==> src/design/spq_pkg.sv <==
// Package: shared types and codes for the sorted priority queue.
`timescale 1ns / 1ps

package spq_pkg;

  // Command codes
  localparam logic [1:0] CMD_STATUS = 2'd0;
  localparam logic [1:0] CMD_INSERT = 2'd1;
  localparam logic [1:0] CMD_REMOVE = 2'd2;
  localparam logic [1:0] CMD_CLEAR  = 2'd3;

  // Status codes
  localparam logic [1:0] ST_OK    = 2'd0;
  localparam logic [1:0] ST_FULL  = 2'd1;
  localparam logic [1:0] ST_EMPTY = 2'd2;

  localparam int unsigned DATA_W = 32;

  // One held entry
  typedef struct packed {
    logic signed [DATA_W-1:0] value;
    logic signed [DATA_W-1:0] prio;
  } entry_t;

  // Broadcast to every cell for the current command
  typedef struct packed {
    logic   do_insert;
    logic   do_remove;
    entry_t new_entry;
  } cell_ctrl_t;

  // Per-cell compare results
  typedef struct packed {
    logic ge;     // held entry is behind the newcomer
    logic shift;  // newcomer lands here or further ahead (cell moves right)
  } cell_stat_t;

endpackage

==> src/design/spq_cell.sv <==
// One slot of the sorted shift-register queue.
`timescale 1ns / 1ps

module spq_cell (
  input  logic                clk,
  input  spq_pkg::cell_ctrl_t ctrl,
  input  logic                strict_cmp,
  input  logic                valid,
  input  spq_pkg::entry_t     left_entry,
  input  logic                left_shift,
  input  spq_pkg::entry_t     right_entry,
  output spq_pkg::entry_t     entry,
  output spq_pkg::entry_t     entry_next,
  output spq_pkg::cell_stat_t stat
);

  logic ge;

  // Front cell yields only to a strictly smaller priority
  always_comb begin
    if (strict_cmp) begin
      ge = valid && ($signed(entry.prio) > $signed(ctrl.new_entry.prio));
    end else begin
      ge = valid && ($signed(entry.prio) >= $signed(ctrl.new_entry.prio));
    end
  end

  assign stat.ge    = ge;
  assign stat.shift = ge || !valid;

  // Insert: take left neighbor if it moves, else newcomer at the boundary; remove: take right neighbor
  always_comb begin
    if (ctrl.do_insert) begin
      if (left_shift) begin
        entry_next = left_entry;
      end else if (stat.shift) begin
        entry_next = ctrl.new_entry;
      end else begin
        entry_next = entry;
      end
    end else if (ctrl.do_remove) begin
      entry_next = right_entry;
    end else begin
      entry_next = entry;
    end
  end

  always_ff @(posedge clk) begin
    entry <= entry_next;
  end

endmodule

==> src/design/sorted_priority_queue.sv <==
// Top level: bounded priority queue built from a row of sorted cells.
//
// Input channel (in_valid / in_stall) carries one command per transfer:
// cmd, item_value, item_priority. Output channel (out_valid / out_stall)
// returns one result per command: status, entry_count, is_empty and the
// front and back entries (zeros when empty).
// Every cell compares its priority with the newcomer in parallel and
// shifts toward its neighbor in the same cycle, so a command is applied
// to all cells together and its result is registered: out_valid rises in
// the cycle after the input transfer, and one command per cycle is
// accepted while the receiver keeps taking results.
// The result register holds a single result; while it is full and
// out_stall is high, in_stall is raised and the queue state holds.
// Reset empties the queue (count zero) and drops any pending result;
// cell contents are not cleared, since only held slots are ever read.
// A newcomer that ties with the front entry goes behind it, but goes
// ahead of the first entry further back whose priority is equal or greater.
`timescale 1ns / 1ps

module sorted_priority_queue #(
  parameter int unsigned CAPACITY = 16
) (
  input  logic               clk,
  input  logic               rst,
  input  logic               in_valid,
  output logic               in_stall,
  input  logic [1:0]         cmd,
  input  logic signed [31:0] item_value,
  input  logic signed [31:0] item_priority,
  output logic               out_valid,
  input  logic               out_stall,
  output logic [1:0]         status,
  output logic [4:0]         entry_count,
  output logic               is_empty,
  output logic signed [31:0] front_value,
  output logic signed [31:0] front_priority,
  output logic signed [31:0] back_value,
  output logic signed [31:0] back_priority
);

  localparam int unsigned CNT_W = $clog2(CAPACITY + 1);
  localparam logic [CNT_W-1:0] CAP = CNT_W'(CAPACITY);

  logic                 accept;
  logic [CNT_W-1:0]     count;
  logic [CNT_W-1:0]     count_next;
  logic [1:0]           status_next;
  spq_pkg::entry_t      back;
  spq_pkg::entry_t      back_next;
  spq_pkg::entry_t      new_entry;
  spq_pkg::cell_ctrl_t  ctrl;
  spq_pkg::entry_t      cell_entry [CAPACITY];
  spq_pkg::entry_t      cell_next  [CAPACITY];
  spq_pkg::cell_stat_t  cell_stat  [CAPACITY];
  logic [CAPACITY-1:0]  ge_vec;
  logic                 any_ge;
  logic                 is_full;
  logic                 none_held;

  // Handshake
  assign in_stall = out_valid && out_stall;
  assign accept   = in_valid && !in_stall;

  assign is_full   = (count == CAP);
  assign none_held = (count == '0);
  assign new_entry = '{value: item_value, prio: item_priority};

  // Command decode
  always_comb begin
    ctrl           = '0;
    ctrl.new_entry = new_entry;
    status_next    = spq_pkg::ST_OK;
    count_next     = count;
    if (accept) begin
      case (cmd)
        spq_pkg::CMD_INSERT: begin
          if (is_full) begin
            status_next = spq_pkg::ST_FULL;
          end else begin
            ctrl.do_insert = 1'b1;
            count_next     = count + CNT_W'(1);
          end
        end
        spq_pkg::CMD_REMOVE: begin
          if (none_held) begin
            status_next = spq_pkg::ST_EMPTY;
          end else begin
            ctrl.do_remove = 1'b1;
            count_next     = count - CNT_W'(1);
          end
        end
        spq_pkg::CMD_CLEAR: begin
          count_next = '0;
        end
        default: begin
          count_next = count;
        end
      endcase
    end
  end

  // Cell row
  for (genvar i = 0; i < CAPACITY; i++) begin : g_cell
    spq_pkg::entry_t left_e;
    logic            left_s;
    spq_pkg::entry_t right_e;

    if (i == 0) begin : g_front
      assign left_e = new_entry;
      assign left_s = 1'b0;
    end else begin : g_mid
      assign left_e = cell_entry[i-1];
      assign left_s = cell_stat[i-1].shift;
    end

    if (i == CAPACITY - 1) begin : g_last
      assign right_e = cell_entry[i];
    end else begin : g_inner
      assign right_e = cell_entry[i+1];
    end

    spq_cell u_cell (
      .clk         (clk),
      .ctrl        (ctrl),
      .strict_cmp  (i == 0),
      .valid       (CNT_W'(i) < count),
      .left_entry  (left_e),
      .left_shift  (left_s),
      .right_entry (right_e),
      .entry       (cell_entry[i]),
      .entry_next  (cell_next[i]),
      .stat        (cell_stat[i])
    );

    assign ge_vec[i] = cell_stat[i].ge;
  end

  assign any_ge = |ge_vec;

  // Back entry tracked on the side: it changes only when an insert lands last
  always_comb begin
    back_next = back;
    if (ctrl.do_insert && !any_ge) begin
      back_next = new_entry;
    end
  end

  always_ff @(posedge clk) begin
    back <= back_next;
  end

  // Count
  always_ff @(posedge clk) begin
    if (rst) begin
      count <= '0;
    end else begin
      count <= count_next;
    end
  end

  // Result register
  always_ff @(posedge clk) begin
    if (rst) begin
      out_valid <= 1'b0;
    end else if (accept) begin
      out_valid <= 1'b1;
    end else if (!out_stall) begin
      out_valid <= 1'b0;
    end
  end

  always_ff @(posedge clk) begin
    if (accept) begin
      status      <= status_next;
      entry_count <= 5'(count_next);
      is_empty    <= (count_next == '0);
      if (count_next == '0) begin
        front_value    <= '0;
        front_priority <= '0;
        back_value     <= '0;
        back_priority  <= '0;
      end else begin
        front_value    <= cell_next[0].value;
        front_priority <= cell_next[0].prio;
        back_value     <= back_next.value;
        back_priority  <= back_next.prio;
      end
    end
  end

  // Checks
  a_count_bound: assert property (@(posedge clk) disable iff (rst)
    count <= CAP)
    else $error("occupancy above capacity");

  a_empty_flag: assert property (@(posedge clk) disable iff (rst)
    out_valid |-> (is_empty == (count == '0)))
    else $error("empty flag disagrees with occupancy");

  a_full_refused: assert property (@(posedge clk) disable iff (rst)
    (accept && cmd == spq_pkg::CMD_INSERT && is_full) |=>
      (count == CAP && status == spq_pkg::ST_FULL))
    else $error("insert into full queue changed state");

  a_order: assert property (@(posedge clk) disable iff (rst)
    (out_valid && !is_empty) |-> (front_priority <= back_priority))
    else $error("front less urgent than back");

endmodule
==> config.mk <==
export PLATFORM = sky130hd
export DESIGN_NAME = sorted_priority_queue
export DESIGN_NICKNAME = d
export VERILOG_FILES = /design/src/design/spq_pkg.sv /design/src/design/spq_cell.sv /design/src/design/sorted_priority_queue.sv
export SDC_FILE = /design/constraint.sdc
export NUM_CORES = 2
export LEC_CHECK = 0
export ABC_AREA = 1
export BUFFER_PORTS_ARGS = -buffer_cell sky130_fd_sc_hd__buf_2
export CAP_MARGIN = 25
export CORE_ASPECT_RATIO = 0.75
export CORE_MARGIN = 8
export CORE_UTILIZATION = 50
export DETAILED_ROUTE_END_ITERATION = 8
export PLACE_DENSITY = 0.76
export SETUP_SLACK_MARGIN = 0.2
export SLEW_MARGIN = 20
export SYNTH_ARGS = -nofsm -noshare
export SYNTH_HDL_FRONTEND = slang
export SYNTH_SLANG_ARGS = --single-unit
==> constraint.sdc <==
create_clock -name clk -period 16.3 [get_ports clk]
set_clock_uncertainty 0.2 [all_clocks]
set_input_delay 0.815 -clock clk [delete_from_list [all_inputs] [get_ports clk]]
set_output_delay 0.815 -clock clk [all_outputs]
set_load 0.05 [all_outputs]
==> impl_metrics.toml <==
[clock_network]
cts_made_buffers = 134
cts-htree-levels = 4
cts_setup_buffers = 0
cts_resized = 0
clock_tree.buffer_depth = 3
hold_buffers = 0
cts_root_buffer = "clkbuf_16"
numClockSinks = 1230
insertion_delay_ps = 800
clkSlewWorstSetupHoldPaths_ps = 60
cts_tree = "done"

[pwr]
power_leakage_uw = 0.0338
seqPwrFrac = 0.450
peakVddDrop_mv = 0.0730
swShare = 0.324
power_density_nw_per_um2 = 113
p_comb_frac = 0.209
p_clk_frac = 0.341
p_int_uw = 6010
p_sw_uw = 2870

[logic_synthesis]
synth.top_cell.area_share = 0.461
ys_ff_latch = 1230
netlist-cell-type-count = 45
yosysWarnings = 0
syn_nets = 8785
synth_ff_type = "edfxtp_1"
syn_inst = 8197
synth_edf_count = 1096
synth_top_cells_by_area = "edfxtp_1 (46%), o21ai_0 (11%), ha_1 (9.1%)"
async_reset_ff_frac = 0
synth_top_cell_by_area = "edfxtp_1"
avgSynthCellArea_sq_um = 8.71
synth_area_sq_um = 71400
ys_seq_area_frac = 0.499

[drt]
firstDrtPassIters = 7
avgRoutedWirePerCell_microns = 23.2
totalWireLength_microns = 236000
postRouteAntennaNets = 0
drt_iter0_drc = 9402
routed_via_density = 6.08
vias = 61900
drc_errors = 0

[floorplanning]
fp.dieH_microns = 343
rows = 120
io_pins = 208
die_w_microns = 452
core_area_sq_um = 142000
initial_core_util = 0.502
dieArea_sq_um = 155000

[global_routing]
antenna_found_initial = 26
grt_pass1_vias = 56500
grtUsageTotal = 0.293
grt_overflow_total = 0
grt_max_degree = 247
grt_pass1_wl_microns = 351000

[final_layout]
seqCellArea_sq_um = 35600
layout.nets = 8744
drive_above_1_share = 0.0732
area_growth_pct = 9.83
final_common_cell = "nand2_1"
mostFrequentLayoutCells = "nand2_1 (1681), o21ai_0 (1547), a21oi_1 (1251), edfxtp_1 (1096), inv_1 (739)"
multi_input_area_sq_um = 31000
n_fill_cell = 12400
fin_cells = 10200

[hold_path]
min_from = "out_stall"
hold_depth = 3
hp-class = "input port to register"
hold_end = "out_valid"

[setup_path]
crit_family = "buffers and inverters"
path_class = "input port to register"
worstRegToRegCells = 15
rrSetupSlack_ps = 10670
cp_data_required_time_ps = 16490
crit_top_cell = "nand2_1"
cp_cell_sequence = "buf_2 > clkinv_1 > ha_1 > nand2_1 > o21ai_0 > nand2_1 > nand2_1 > nand2_1 > nand2_1 > nand2_1 > nand2_1 > nand2_1 > nand3_1 > inv_1 > nand2_4 > inv_1 > a31oi_4 > buf_4"
slowest_delay_ps = 910
endpoint_kind = "register"
cp-start-kind = "input port"
worstReg2RegStart = "count[0]"
critPathArrivalTime_ps = 6520
slowest_stage = "buf_4"
critPathBufInv = 5
cp_max_fo = 52
r2r-end = "g_cell[9].u_cell.entry[57]"

[placement]
dpl.hpwl_microns = 161000
portBuffers = 207
place_congestion = 0.996
place_inst = 9905

[timing]
max_freq_ghz = 0.158
slew_headroom = 0.227
fin_crit_ps = 6330
rsz0062_at_grt = "false"
period_share = 0.388
tightest_slew_ps = 1150
final-hold-violation-count = 0
setup_viol = 0
setup_tns_ps = 0
slew_viol_final = 0

[flow_run]
drv_cap = 0

[run_status]
status = "finished, final reports clean"
## kinds of logic after synthesis
logic type	count (synthesis)	share of synthesized area
buf+inv	1312	0.0727
fa+ha+maj	518	0.0908
flops	1230	0.499
compound gates	2992	0.217
simple gates	2143	0.120
xor+xnor	2	0.000245
## routing by layer
| layer | track usage | wire, microns | vias to the layer above |
|---|---|---|---|
| met4 | 0.0730 | 5140 | 12 |
| met3 | 0.117 | 39700 | 385 |
| met1 | 0.430 | 97900 | 28900 |
| li1 | - | - | 28500 |
| met2 | 0.400 | 93600 | 4069 |
| met5 | 0 | 81 | - |
## state kept, by name, summed over array words and instances, names as in the netlist
| name | cells |
|---|---|
| g_cell.u_cell.entry | 1024 |
| back | 64 |
| back_priority | 32 |
| back_value | 32 |
| front_priority | 32 |
| front_value | 32 |
| count | 5 |
| entry_count | 5 |
| status | 2 |
| is_empty | 1 |
| out_valid | 1 |
## final cells by class
cell class              count  area share
clock buffers             185      0.0473
multi-input cells        5655       0.395
repair buffers            317      0.0266
diodes                     14    0.000447
inverters                 818      0.0393
well taps                1891      0.0302
clock inverters            61     0.00713
flip-flops and latches   1230       0.454
## tightest hold or removal path, stage by stage
cell     delay [ps]
buf_2           100
nand2_1          80
a21oi_1          60
## metrics by stage
stage / worst slack [ps] / cell area, sq um / power (uW) / hold WS [ps] / utilization
floorplan: 3590 / 71400 / 5280 / 282 / -
global placement: 9560 / 73800 / 5790 / 259 / 0.519
detailed placement: 9470 / 73900 / 5850 / 287 / 0.520
CTS: 10320 / 78200 / 8850 / 63.8 / 0.550
global route: 9890 / 78400 / 9200 / 114 / 0.551
finish: 9970 / 78400 / 8890 / 115 / 0.551
## Yosys cell counts, types with 19 or more instances
| library cell | count |
|---|---|
| nand2_1 | 1689 |
| o21ai_0 | 1547 |
| a21oi_1 | 1252 |
| edfxtp_1 | 1096 |
| inv_1 | 739 |
| ha_1 | 518 |
| clkbuf_1 | 305 |
| nor2_1 | 230 |
| buf_2 | 136 |
| dfxtp_1 | 134 |
| nand3_1 | 115 |
| clkinv_1 | 64 |
| o211ai_1 | 64 |
| o21bai_1 | 51 |
| nand4_1 | 41 |
| buf_1 | 36 |
| o21a_1 | 27 |
| o21bai_2 | 19 |
## power groups by stage
stage | Sequential, uW | Clock (uW) | Combinational, uW
floorplan | 4250 | 0 | 1030
CTS | 3990 | 3050 | 1810
finish | 4000 | 3030 | 1860
global placement | 4040 | 0 | 1750
detailed placement | 4050 | 0 | 1800
global route | 4020 | 3160 | 2020
## how the worst max path moves through the flow
| stage | from | slack (ps) | cells after the start | endpoint |
|---|---|---|---|---|
| 2_1_floorplan | out_stall | 3590 | 10 | g_cell[15].u_cell.entry[0] |
| 4_1_cts | item_priority[3] | 10320 | 19 | g_cell[7].u_cell.entry[22] |
| 5_1_grt | item_priority[3] | 9890 | 18 | g_cell[12].u_cell.entry[50] |
| 3_3_place_gp | item_priority[3] | 9560 | 19 | g_cell[7].u_cell.entry[23] |
| 3_5_place_dp | item_priority[3] | 9470 | 19 | g_cell[7].u_cell.entry[23] |
| 6_report | item_priority[3] | 9970 | 18 | g_cell[12].u_cell.entry[56] |
Note: power is estimated with default switching activity, not from simulation.
